===== src/hdl/mpr_pkg.sv =====
// Shared types, turn codes and helper functions for the maze path recorder.
// No dependencies; used by maze_path_recorder_reducer.
package mpr_pkg;

    localparam logic [1:0] TURN_L = 2'd0;
    localparam logic [1:0] TURN_S = 2'd1;
    localparam logic [1:0] TURN_R = 2'd2;
    localparam logic [1:0] TURN_B = 2'd3;

    localparam logic OP_LEARN = 1'b0;
    localparam logic OP_READ  = 1'b1;

    typedef enum logic [2:0] {
        ST_IDLE,
        ST_ISSUE,
        ST_RDATA,
        ST_MID,
        ST_FIRST,
        ST_DONE
    } t_state;

    typedef struct packed {
        logic       hit;
        logic [1:0] repl;
    } t_rewrite;

    // Left-hand rule: left, then straight, then right, else back.
    function automatic logic [1:0] choose_turn(input logic left, input logic straight,
                                               input logic right);
        logic [1:0] t;
        if (left) begin
            t = TURN_L;
        end else if (straight) begin
            t = TURN_S;
        end else if (right) begin
            t = TURN_R;
        end else begin
            t = TURN_B;
        end
        return t;
    endfunction

    // Dead-end rewrite of first, back, last into a single entry.
    function automatic t_rewrite reduce_triple(input logic [1:0] first, input logic [1:0] last);
        t_rewrite r;
        r.hit  = 1'b1;
        r.repl = TURN_B;
        if ((first == TURN_L && last == TURN_R) || (first == TURN_R && last == TURN_L) ||
            (first == TURN_S && last == TURN_S)) begin
            r.repl = TURN_B;
        end else if (first == TURN_L && last == TURN_L) begin
            r.repl = TURN_S;
        end else if ((first == TURN_S && last == TURN_L) ||
                     (first == TURN_L && last == TURN_S)) begin
            r.repl = TURN_R;
        end else begin
            r.hit = 1'b0;
        end
        return r;
    endfunction

endpackage


===== src/hdl/mpr_ram.sv =====
// Generic simple dual-port RAM: one write port, one read port, registered read.
// No dependencies.
module mpr_ram #(
    parameter int WIDTH = 2,
    parameter int DEPTH = 128
) (
    input  logic                     i_clk,
    input  logic                     i_we,
    input  logic [$clog2(DEPTH)-1:0] i_waddr,
    input  logic [WIDTH-1:0]         i_wdata,
    input  logic                     i_re,
    input  logic [$clog2(DEPTH)-1:0] i_raddr,
    output logic [WIDTH-1:0]         o_rdata
);

    logic [WIDTH-1:0] r_mem [DEPTH];
    logic [WIDTH-1:0] r_rdata;

    always_ff @(posedge i_clk) begin
        if (i_we) begin
            r_mem[i_waddr] <= i_wdata;
        end
        if (i_re) begin
            r_rdata <= r_mem[i_raddr];
        end
    end

    assign o_rdata = r_rdata;

endmodule


===== src/hdl/maze_path_recorder_reducer.sv =====
// Maze path recorder: left-hand turn choice, path stack in RAM, dead-end rewrite.
// A learn item pushes its turn unless the path is full; with two or more entries below it,
// it then reads the entry below the top and, if that is back, the entry beneath it. A read
// item reads the indexed entry from RAM when the index lies within the path.
// Items are taken one at a time: o_stall stays high until the finished item is loaded out.
// Reset clears the entry count and the control state; the path RAM is not cleared.
// Depends on mpr_pkg and mpr_ram.
module maze_path_recorder_reducer #(
    parameter int PATH_DEPTH = 128
) (
    input  logic       i_clk,
    input  logic       i_rst_n,
    input  logic       i_valid,
    output logic       o_stall,
    input  logic       i_op,
    input  logic       i_exit_left,
    input  logic       i_exit_straight,
    input  logic       i_exit_right,
    input  logic [6:0] i_read_index,
    output logic       o_valid,
    input  logic       i_stall,
    output logic [1:0] o_turn,
    output logic [1:0] o_entry,
    output logic [7:0] o_length,
    output logic       o_reduced,
    output logic       o_overflow
);

    localparam int AW   = $clog2(PATH_DEPTH);
    localparam int CW   = $clog2(PATH_DEPTH + 1);
    localparam int CMPW = (CW > 7) ? CW : 7;

    mpr_pkg::t_state r_state, n_state;

    logic [CW-1:0] r_count, n_count;
    logic          r_op;
    logic [1:0]    r_turn;
    logic [6:0]    r_idx;
    logic [1:0]    r_entry, n_entry;
    logic          r_reduced, n_reduced;
    logic          r_overflow, n_overflow;

    logic          r_out_valid, n_out_valid;
    logic [1:0]    r_o_turn, r_o_entry;
    logic [7:0]    r_o_length;
    logic          r_o_reduced, r_o_overflow;
    logic          load_out;

    logic          ram_we, ram_re;
    logic [AW-1:0] ram_waddr, ram_raddr;
    logic [1:0]    ram_wdata, ram_rdata;

    mpr_pkg::t_rewrite rw;

    mpr_ram #(
        .WIDTH(2),
        .DEPTH(PATH_DEPTH)
    ) u_path_ram (
        .i_clk  (i_clk),
        .i_we   (ram_we),
        .i_waddr(ram_waddr),
        .i_wdata(ram_wdata),
        .i_re   (ram_re),
        .i_raddr(ram_raddr),
        .o_rdata(ram_rdata)
    );

    assign rw = mpr_pkg::reduce_triple(ram_rdata, r_turn);

    always_ff @(posedge i_clk) begin
        if (!i_rst_n) begin
            r_state     <= mpr_pkg::ST_IDLE;
            r_count     <= '0;
            r_out_valid <= 1'b0;
        end else begin
            r_state     <= n_state;
            r_count     <= n_count;
            r_out_valid <= n_out_valid;
        end
    end

    always_ff @(posedge i_clk) begin
        if (r_state == mpr_pkg::ST_IDLE && i_valid) begin
            r_op   <= i_op;
            r_turn <= mpr_pkg::choose_turn(i_exit_left, i_exit_straight, i_exit_right);
            r_idx  <= i_read_index;
        end
        r_entry    <= n_entry;
        r_reduced  <= n_reduced;
        r_overflow <= n_overflow;
        if (load_out) begin
            r_o_turn     <= (r_op == mpr_pkg::OP_READ) ? mpr_pkg::TURN_L : r_turn;
            r_o_entry    <= r_entry;
            r_o_length   <= 8'(r_count);
            r_o_reduced  <= r_reduced;
            r_o_overflow <= r_overflow;
        end
    end

    always_comb begin
        n_state     = r_state;
        n_count     = r_count;
        n_entry     = r_entry;
        n_reduced   = r_reduced;
        n_overflow  = r_overflow;
        n_out_valid = r_out_valid && i_stall;
        load_out    = 1'b0;
        ram_we      = 1'b0;
        ram_waddr   = AW'(r_count);
        ram_wdata   = r_turn;
        ram_re      = 1'b0;
        ram_raddr   = AW'(r_count - CW'(1));

        unique case (r_state)
            mpr_pkg::ST_IDLE: begin
                n_entry    = 2'd0;
                n_reduced  = 1'b0;
                n_overflow = 1'b0;
                if (i_valid) begin
                    n_state = mpr_pkg::ST_ISSUE;
                end
            end
            mpr_pkg::ST_ISSUE: begin
                if (r_op == mpr_pkg::OP_READ) begin
                    if (CMPW'(r_idx) < CMPW'(r_count)) begin
                        ram_re    = 1'b1;
                        ram_raddr = AW'(r_idx);
                        n_state   = mpr_pkg::ST_RDATA;
                    end else begin
                        n_state = mpr_pkg::ST_DONE;
                    end
                end else if (r_count >= CW'(PATH_DEPTH)) begin
                    n_overflow = 1'b1;
                    n_state    = mpr_pkg::ST_DONE;
                end else begin
                    // Push the new turn; the rewrite needs the two entries below it.
                    ram_we = 1'b1;
                    if (r_count >= CW'(2)) begin
                        ram_re  = 1'b1;
                        n_state = mpr_pkg::ST_MID;
                    end else begin
                        n_count = r_count + CW'(1);
                        n_state = mpr_pkg::ST_DONE;
                    end
                end
            end
            mpr_pkg::ST_RDATA: begin
                n_entry = ram_rdata;
                n_state = mpr_pkg::ST_DONE;
            end
            mpr_pkg::ST_MID: begin
                if (ram_rdata == mpr_pkg::TURN_B) begin
                    ram_re    = 1'b1;
                    ram_raddr = AW'(r_count - CW'(2));
                    n_state   = mpr_pkg::ST_FIRST;
                end else begin
                    n_count = r_count + CW'(1);
                    n_state = mpr_pkg::ST_DONE;
                end
            end
            mpr_pkg::ST_FIRST: begin
                if (rw.hit) begin
                    ram_we    = 1'b1;
                    ram_waddr = AW'(r_count - CW'(2));
                    ram_wdata = rw.repl;
                    n_count   = r_count - CW'(1);
                    n_reduced = 1'b1;
                end else begin
                    n_count = r_count + CW'(1);
                end
                n_state = mpr_pkg::ST_DONE;
            end
            mpr_pkg::ST_DONE: begin
                // Hold the finished item until the output register is free.
                if (!r_out_valid || !i_stall) begin
                    load_out    = 1'b1;
                    n_out_valid = 1'b1;
                    n_state     = mpr_pkg::ST_IDLE;
                end
            end
            default: begin
                n_state = mpr_pkg::ST_IDLE;
            end
        endcase
    end

    assign o_stall    = (r_state != mpr_pkg::ST_IDLE);
    assign o_valid    = r_out_valid;
    assign o_turn     = r_o_turn;
    assign o_entry    = r_o_entry;
    assign o_length   = r_o_length;
    assign o_reduced  = r_o_reduced;
    assign o_overflow = r_o_overflow;

endmodule


===== config.mk =====
export PLATFORM = sky130hd
export DESIGN_NAME = maze_path_recorder_reducer
export DESIGN_NICKNAME = d
export VERILOG_FILES = /design/src/hdl/mpr_pkg.sv /design/src/hdl/mpr_ram.sv /design/src/hdl/maze_path_recorder_reducer.sv
export SDC_FILE = /design/constraint.sdc
export NUM_CORES = 1
export LEC_CHECK = 0
export ABC_AREA = 1
export BUFFER_PORTS_ARGS = -buffer_cell sky130_fd_sc_hd__clkbuf_2
export CAP_MARGIN = 20
export CORE_ASPECT_RATIO = 0.9
export CORE_MARGIN = 2
export CORE_UTILIZATION = 40
export CTS_CLUSTER_DIAMETER = 200
export CTS_CLUSTER_SIZE = 16
export DETAILED_ROUTE_END_ITERATION = 10
export PLACE_DENSITY = 0.59
export SKIP_LAST_GASP = 1
export SLEW_MARGIN = 20
export SYNTH_ARGS = -nofsm -noshare
export SYNTH_HDL_FRONTEND = slang
export SYNTH_HIERARCHICAL = 1
export SYNTH_SLANG_ARGS = --single-unit

===== constraint.sdc =====
create_clock -name i_clk -period 11.4 [get_ports i_clk]
set_clock_uncertainty 0.2 [all_clocks]
set_input_delay 0.57 -clock i_clk [delete_from_list [all_inputs] [get_ports i_clk]]
set_output_delay 0.57 -clock i_clk [all_outputs]
set_load 0.005 [all_outputs]

==> results.toml, run 1 <==
[status]
outcome = "finished clean"

[detailed_routing]
wire_per_inst_um = 18.8
routed_wl_um = 33000
ant_nets = 0
drtPass1Iterations = 5
drtIter0Drc = 825
viasPerCell = 5.33
drc_errors = 0
vias = 9369

[synthesis]
ys_seq_area_share_pct = 65.3
ys_warn_count = 6
synth_area_leaders = "edfxtp_1 (64%), nand2_1 (11%), nand3_1 (9.5%)"
synth_edf_count = 286
synth_ff_type = "edfxtp_1"
synth_commonest_cells = "nand2_1 (388), edfxtp_1 (286), nand3_1 (256), nor2_1 (159), inv_1 (52)"
synth_nets = 1357
yosysTopAreaCellShare_pct = 63.6
async_reset_ff_share_pct = 0
ys_ff_latch = 298
synth.most_common_cell = "nand2_1"
synth_top_cell_by_area = "edfxtp_1"
yosysUniqueCellTypes = 35
netlist_area_mm2 = 0.0135
postSynthCellCount = 1329
syn_area_per_cell_um2 = 10.2

[cts]
clkLatencyLatePin_ns = 0.52
htree_levels = 1
cts_setup_buffers = 0
cts_tree = "yes"
cts_buffer_depth = 3
path_clk_slew_ns = 0.08
cts_num_sinks = 298
numCtsBuffers = 22
cts_root_buf = "clkbuf_16"

[cells_and_area]
nets = 1357
syn_to_final_growth_pct = 7.75
diodes = 0
drive_gt1_share_pct = 7.49

[floorplanning]
die_h_um = 178
initial_core_util_pct = 40.8
core.rowCount = 63
core_area_mm2 = 0.0331
top_level_ports = 31
dieArea_mm2 = 0.0353
die_w_um = 198

[sta]
hold_ws_ns = 0.0182
worst_slew_pin_slew_ns = 1.09
fin_crit_sh_pct = 42.2
hold_violations = 0
fmax_mhz = 208
maxSlewViolCount = 0
slew_headroom_pct = 27.0
setup_tns_ns = 0
period_needed_ns = 4.81
setup_viol = 0
rsz0062_at_grt = "no"

[power]
p_leak_nw = 5.23
power_density_mw_per_mm2 = 283
peakVddDrop_mv = 0.114

[critical_path]
r2r-start = "r_count[5]"
start_kind = "flop"
crit_required_ns = 11.49
r2r-end = "u_path_ram/o_rdata[1]"
crit_top_cell = "nand2_1"
critPathKind = "reg2reg"
reg2reg_slack_ns = 6.59
path_cells = "inv_1, ha_1, a21oi_1, o21ai_0, nor2_1, nand3_1, inv_1, nand2_1, nand3_4, clkinv_2, buf_4, nand2_1, nand3_1, nand3_1, nand3_1, nand2_1, nand2_1, nand3_1, nand2_1, nand2_1, nand2_1"
r2r_cells = 21
endpoint_kind = "flop"
cpMaxStageDelayCell = "clkinv_2"
arrival_ns = 4.90
cp_max_fo = 68
max_stage_delay_ns = 0.72

[global_routing]
top_usage_layer = "met2"
grt_max_degree = 105
grt_antenna_before_repair = 0
grt_pass1_vias = 9247
use_met2_pct = 31.6
grt.overflow.total = 0
grtUsageTotal_pct = 19.2
grt_use_met3_pct = 2.82
grtUsageMet1_pct = 27.1
grt_first_pass_wirelength_um = 51800

[hold_path]
worstHoldStart = "i_read_index[1]"
whs_path_depth = 1
hold_end = "r_idx[1]"
min_path_type = "in2reg"

[place]
dpl.hpwl_um = 20100
port_buffers = 30
routabilityCongestion = 0.871

[run]
drv_cap = 0
report_power, final:
part           internal, W  leakage (nW)  switching (W)
Sequential         0.00136          2.69      0.0000514
Clock             0.000365         0.295       0.000356
Combinational     0.000539          2.25        0.00144
critical path, delay by kind of cell (launching register included):
kind / cells / cell delay (ns)
AOI/OAI and AO/OA: 2 / 0.23
buffers and inverters: 4 / 1.68
and+or+nand+nor: 14 / 1.62
adders and majority gates: 1 / 0.33
DFF: 1 / 0.48
timing repair:
item,CTS,global route
hold buffers,1,0
hold endpoints to repair,1,0
gates resized for setup,0,0
area by class of cell:
cell class / instances / area, um2
Fill cell: 3180 / 18500
Sequential cell: 298 / 8830
Multi-Input combinational cell: 900 / 4100
Clock buffer: 29 / 598
Tap cell: 422 / 528
Timing Repair Buffer: 43 / 254
Inverter: 64 / 244
Clock inverter: 1 / 8.76
worst max path at each step:
stage                     from                      to  slack, ns  cells past startpoint
floorplan           r_state[1]  u_path_ram/r_mem[0][1]       4.02                      6
global placement    r_count[2]   u_path_ram/o_rdata[1]       6.76                     23
detailed placement  r_count[5]   u_path_ram/o_rdata[1]       6.58                     21
CTS                 r_count[5]   u_path_ram/o_rdata[1]       6.56                     21
global route        r_count[5]   u_path_ram/o_rdata[0]       6.08                     21
finish              r_count[5]   u_path_ram/o_rdata[1]       6.59                     21
per-stage QoR:
stage / util [%] / setup WS, ns / cell area [um2] / instances / power (W)
after floorplan: - / 4.02 / 13500 / 1329 / 0.00288
after global placement: 42.1 / 6.76 / 13900 / 1726 / 0.00339
after detailed placement: 42.1 / 6.58 / 13900 / 1726 / 0.00342
after CTS: 44.0 / 6.56 / 14600 / 1757 / 0.00413
after global routing: 44.0 / 6.08 / 14600 / 1757 / 0.00442
final: 44.0 / 6.59 / 14600 / 1757 / 0.00412
flip-flops by register name, summed over array words and instances (netlist names):
register / cells
o_entry: 2
o_length: 8
o_overflow: 1
o_reduced: 1
o_turn: 2
o_valid: 1
r_count: 8
r_entry: 2
r_idx: 7
r_op: 1
r_overflow: 1
r_reduced: 1
r_state: 3
r_turn: 2
u_path_ram/o_rdata: 2
u_path_ram/r_mem: 256
routing by layer:
layer,wire (um),up-vias
met5,0,-
met4,517,0
met3,2220,37
met2,15400,290
met1,14800,4524
li1,-,4518
logic make-up after synthesis:
group / after synthesis / synth area share [%]
AOI/OAI and AO/OA: 43 / 1.86
buffers and inverters: 131 / 4.65
DFF: 298 / 65.3
and+or+nand+nor: 831 / 26.1
xor gates and xnor gates: 13 / 0.843
adders and majority gates: 13 / 1.20
layout by cell type, fill, tap and decap left out, types with 2 or more instances in the layout:
cell	count
nand2_1	388
edfxtp_1	286
nand3_1	254
nor2_1	159
inv_1	52
clkbuf_2	30
clkbuf_16	23
nor3_1	13
ha_1	13
a21oi_1	12
dfxtp_1	12
o21ai_0	11
buf_4	11
inv_2	10
xor2_1	10
o21ai_1	8
clkbuf_1	6
nor2_4	3
nand2_2	3
xnor2_1	3
nor2_2	3
a21oi_2	3
nand3_2	2
or2_2	2
o31ai_1	2
Note: power is estimated with default switching activity, not from simulation.
==> inputs of run 2 (changes only) <==
clock period = 4.9 ns   (was 11.4 ns; I/O delays follow)
==> run 2 against run 1 <==
Effect of this change: clock-buffer cell count is 10 higher; utilization is 0.84 points higher; global-route usage hardly changed; critical path type unchanged; largest power group unchanged; highest routed layer unchanged.
==> results.toml, run 2 (synthesis gave the netlist of run 1 again) <==
[place]
dpl.hpwl_um = 20400
port_buffers = 30
place_area_mm2 = 0.0140
routabilityCongestion = 0.862

[cts]
cts_tree = "yes"
cts_resized = 0
cts_setup_buffers = 0
hold_buffers = 17
numCtsBuffers = 22
htree_levels = 1
cts_buffer_depth = 3
clkLatencyLatePin_ns = 0.53
cts_root_buf = "clkbuf_16"
cts_num_sinks = 298
path_clk_slew_ns = 0.08

[sta]
setup_tns_ns = 0
hold_violations = 0
maxSlewViolCount = 0
fin_crit_sh_pct = 79.1
hold_ws_ns = 0.228
slew_headroom_pct = 31.8
fmax_mhz = 258
setup_viol = 0
worst_slew_pin_slew_ns = 1.02
period_needed_ns = 3.87
rsz0062_at_grt = "no"

[detailed_routing]
drtPass1Iterations = 7
drtIter0Drc = 1011
drc_errors = 0
routed_wl_um = 33800
viasPerCell = 5.36
wire_per_inst_um = 18.9
vias = 9587
ant_nets = 0

[global_routing]
grtUsageTotal_pct = 19.2
grt_antenna_before_repair = 0
grt_first_pass_wirelength_um = 52100
grt.overflow.total = 0
grt_pass1_vias = 9068
grt_max_degree = 129

[critical_path]
reg2reg_slack_ns = 1.03
r2r-end = "u_path_ram/o_rdata[0]"
critPathKind = "reg2reg"
r2r_cells = 21
r2r-start = "r_count[5]"
cp_max_fo = 55
start_kind = "flop"
crit_required_ns = 5.00
endpoint_kind = "flop"
arrival_ns = 3.97

[power]
p_leak_nw = 5.36
combPwrFrac_pct = 48.8
pwr-share-clk_pct = 17.7
switching_share_pct = 45.2
peakVddDrop_mv = 0.602
intPower_w = 0.00536
power_density_mw_per_mm2 = 660
sequentialPowerShare_pct = 33.5
p_sw_w = 0.00442

[cells_and_area]
nets = 1379
drive_gt1_share_pct = 7.75
stdcell_area_mm2 = 0.0148
largest_reg_flops = 256
largest-register = "u_path_ram/r_mem"
diodes = 0
utilization_pct = 44.8
mostFrequentLayoutCell = "nand2_1"
fill_cells = 3147
layout_common_cells = "nand2_1 (388), edfxtp_1 (286), nand3_1 (254)"
syn_to_final_growth_pct = 9.80

[floorplanning]
die_w_um = 198
top_level_ports = 31
die_h_um = 178
core.rowCount = 63
dieArea_mm2 = 0.0353
core_area_mm2 = 0.0331
initial_core_util_pct = 40.8

[status]
outcome = "finished clean"

[hold_path]
min_path_type = "reg2reg"
whs_path_depth = 0
worstHoldStart = "r_entry[1]"
hold_end = "o_entry[1]"

[run]
drv_cap = 0
==> run 2: changes by cell type in the layout (fill, tap and decap cells not counted) <==
| cell | before | now |
|---|---|---|
| buf_12 | 0 | 3 |
| buf_4 | 11 | 15 |
| buf_6 | 1 | 0 |
| clkbuf_1 | 6 | 16 |
| dlygate4sd3_1 | 1 | 17 |
==> run 2: stage by stage <==
step,total power (W),instances,setup WS (ns)
after floorplan,0.00667,1329,1.27
after global placement,0.00804,1732,1.05
after detailed placement,0.00804,1732,1.08
after CTS,0.00980,1789,1.06
after global routing,0.0104,1789,0.602
final,0.00979,1789,1.03
==> run 2: metal layers <==
layer | vias to the layer above | track usage [%] | share of wire, %
met5 | - | 0 | 0
met1 | 4672 | 27.9 | 46
met3 | 50 | 2.50 | 6.4
met2 | 297 | 30.7 | 45
li1 | 4568 | - | -
met4 | 0 | 4.57 | 2.1
==> run 2: power groups by stage <==
stage               sequential, W  combinational, W  clock [W]
floorplan                 0.00330           0.00337          0
detailed placement        0.00334           0.00471          0
global route              0.00330           0.00528    0.00186
global placement          0.00333           0.00471          0
CTS                       0.00328           0.00475    0.00177
finish                    0.00328           0.00477    0.00173
==> run 2: critical path, stage by stage (launching register included) <==
cell and delay, ns:
dfxtp_1 0.49, inv_1 0.16, ha_1 0.33, a21oi_1 0.15, o21ai_0 0.09, nor2_1 0.14
nand3_1 0.14, inv_1 0.16, nand2_1 0.11, nand3_4 0.11, clkinv_2 0.29, buf_12 0.31
nand2_1 0.09, nand3_1 0.06, nand3_1 0.14, nand3_1 0.20, nand2_1 0.11, nand2_1 0.05
nand3_1 0.10, nand2_1 0.06, nand2_1 0.06, nand2_1 0.05
==> run 2: worst max path at each step <==
| stage | from | end | slack (ns) | cells after the start |
|---|---|---|---|---|
| after floorplan | r_state[1] | u_path_ram/r_mem[0][1] | 1.27 | 6 |
| after global placement | r_count[2] | u_path_ram/o_rdata[0] | 1.05 | 23 |
| after detailed placement | r_count[2] | u_path_ram/o_rdata[1] | 1.08 | 23 |
| after CTS | r_count[2] | u_path_ram/o_rdata[1] | 1.06 | 23 |
| after global routing | r_count[5] | u_path_ram/o_rdata[1] | 0.60 | 21 |
| final | r_count[5] | u_path_ram/o_rdata[0] | 1.03 | 21 |
==> run 2: area by class of cell <==
cell class / instances / area, um2 / area share (%)
flip-flops and latches: 298 / 8830 / 59.5
repair buffers: 65 / 493 / 3.32
well taps: 422 / 528 / 3.56
clock buffers: 39 / 636 / 4.28
clock inverters: 1 / 8.76 / 0.0590
inverters: 64 / 244 / 1.64
multi-input cells: 900 / 4100 / 27.6
==> inputs of run 3 (changes only) <==
PLACE_DENSITY = 0.61   (was 0.59)
clock period = 3.2 ns   (was 4.9 ns; I/O delays follow)
==> run 3 against run 2 <==
Effect of this change: sequential share of layout area is 2.9 points lower; hold slack lost 0.073 ns; clock power is 54% higher; global-route usage rose by 0.52 points; final area increased by 5.2%; via count up 2.6%; wire length grew 3.3%; critical path depth stayed put; clock-buffer cell count did not move; die area is the same; first-iteration DRC count fell by 10%.
==> results.toml, run 3 (synthesis gave the netlist of run 1 again) <==
[status]
outcome = "finished clean"

[critical_path]
start_kind = "flop"
r2r-end = "u_path_ram/o_rdata[0]"
cp_max_fo = 20
critPathKind = "reg2reg"
startpoint = "r_idx[5]"
endpoint_kind = "flop"
critPathCapture = "u_path_ram/o_rdata[0]"
crit_required_ns = 3.29
r2r_cells = 21
arrival_ns = 3.24
r2r-start = "r_idx[5]"
reg2reg_slack_ns = 0.06

[power]
peakVddDrop_mv = 0.658
p_leak_nw = 5.74
totalPowerFinal_w = 0.0160
power_density_mw_per_mm2 = 1030

[sta]
maxSlewViolCount = 0
setup_tns_ns = 0
hold_violations = 0
slew_headroom_pct = 50.5
worst_slew_pin_slew_ns = 0.740
rsz0062_at_grt = "yes"
fin_crit_sh_pct = 98.3
setup_viol = 0
period_needed_ns = 3.14
fmax_mhz = 318

[cts]
path_clk_slew_ns = 0.08
numCtsBuffers = 22
cts_root_buf = "clkbuf_16"
cts_buffer_depth = 3
cts_num_sinks = 298
clkLatencyLatePin_ns = 0.53
htree_levels = 1
cts_tree = "yes"

[global_routing]
grt_first_pass_wirelength_um = 53000
grt_max_degree = 129
grt.overflow.total = 0
grt_antenna_before_repair = 0
grt_pass1_vias = 9362
grtUsageTotal_pct = 19.7

[cells_and_area]
stdcell_count = 1846
largest_reg_flops = 256
drive_gt1_share_pct = 12.6
largest-register = "u_path_ram/r_mem"
layout_common_cells = "nand2_1 (385), edfxtp_1 (286), nand3_1 (245)"
syn_to_final_growth_pct = 15.5
utilization_pct = 47.1
mostFrequentLayoutCell = "nand2_1"
stdcell_area_mm2 = 0.0156
diodes = 0
nets = 1436

[floorplanning]
top_level_ports = 31
die_w_um = 198
core.rowCount = 63
core_area_mm2 = 0.0331
initial_core_util_pct = 40.8
dieArea_mm2 = 0.0353
die_h_um = 178

[place]
routabilityCongestion = 0.886
place_area_mm2 = 0.0146
dpl.hpwl_um = 22500
port_buffers = 30
dpl.cell_count = 1783

[hold_path]
min_path_type = "in2reg"

[run]
drv_cap = 0

[detailed_routing]
drtIter0Drc = 907
vias = 9833
routed_wl_um = 34900
wire_per_inst_um = 18.9
drc_errors = 0
drtPass1Iterations = 6
ant_nets = 0
viasPerCell = 5.33
==> run 3: cell types whose count changed in the layout (fill, tap and decap cells not counted), sizes merged <==
cell / delta
dlygate4sd3: -1
buf: +55
inv: -1
clkbuf: +3
clkinv: +1
==> run 3: stage by stage <==
step / hold slack, ns / worst slack (ns)
finish: 0.155 / 0.0552
global route: 0.143 / -0.167
CTS: 0.130 / 0.0333
detailed placement: 0.145 / -0.0176
global placement: 0.139 / -0.0236
floorplan: 0.0589 / 0.251
==> run 3: cell type report <==
class,count,area (um2)
well taps,422,528
fillers,3079,17500
flip-flops and latches,298,8830
repair buffers,122,1190
inverters,64,253
clock buffers,39,636
clock inverters,1,8.76
multi-input cells,900,4160
==> run 3: critical path: stages (launching register included) <==
cell and delay (ns):
edfxtp_1 0.39, ha_1 0.34, a21oi_2 0.12, o21ai_1 0.06, nor2_1 0.16, nand3_2 0.12, nand2_2 0.10, inv_2 0.05
nand2_2 0.07, nand3_4 0.12, buf_12 0.18, buf_12 0.15, nand2_1 0.06, nand3_1 0.07, nand3_1 0.11, nand3_1 0.17
nand2_1 0.13, nand2_1 0.05, nand3_1 0.06, nand2_1 0.06, nand2_1 0.05, nand2_1 0.06
==> run 3: repair_timing <==
item | 4_1_cts | 5_1_grt
hold endpoints to repair | 46 | 0
gates resized for setup | 4 | 19
hold buffers | 16 | 0
pin swaps | 0 | 11
buffers inserted | 0 | 4
setup endpoints to repair | 2 | 32
cloned | 0 | 3
==> run 3: worst min-delay path by stage <==
stage	cells past startpoint	slack [ns]	startpoint	to
6_report	2	0.15	i_read_index[4]	r_idx[4]
5_1_grt	2	0.14	i_read_index[0]	r_idx[0]
4_1_cts	2	0.13	i_read_index[6]	r_idx[6]
3_5_place_dp	1	0.15	i_read_index[1]	r_idx[1]
3_3_place_gp	1	0.14	i_read_index[1]	r_idx[1]
2_1_floorplan	0	0.06	i_read_index[0]	r_idx[0]
==> run 3: report_power, final <==
part           internal (W)  leakage, nW  switching [W]
logic               0.00282         2.75        0.00561
clock network       0.00135        0.306        0.00131
registers           0.00483         2.69       0.000120
==> run 3: routing by layer <==
layer | routed length [um] | track usage [%] | vias to the layer above | part of all wire (%)
li1 | - | - | 4678 | -
met1 | 16200 | 28.8 | 4753 | 46
met2 | 15200 | 30.2 | 338 | 44
met4 | 1000 | 5.73 | 0 | 2.9
met5 | 0 | 0 | - | 0
met3 | 2510 | 3.48 | 64 | 7.2
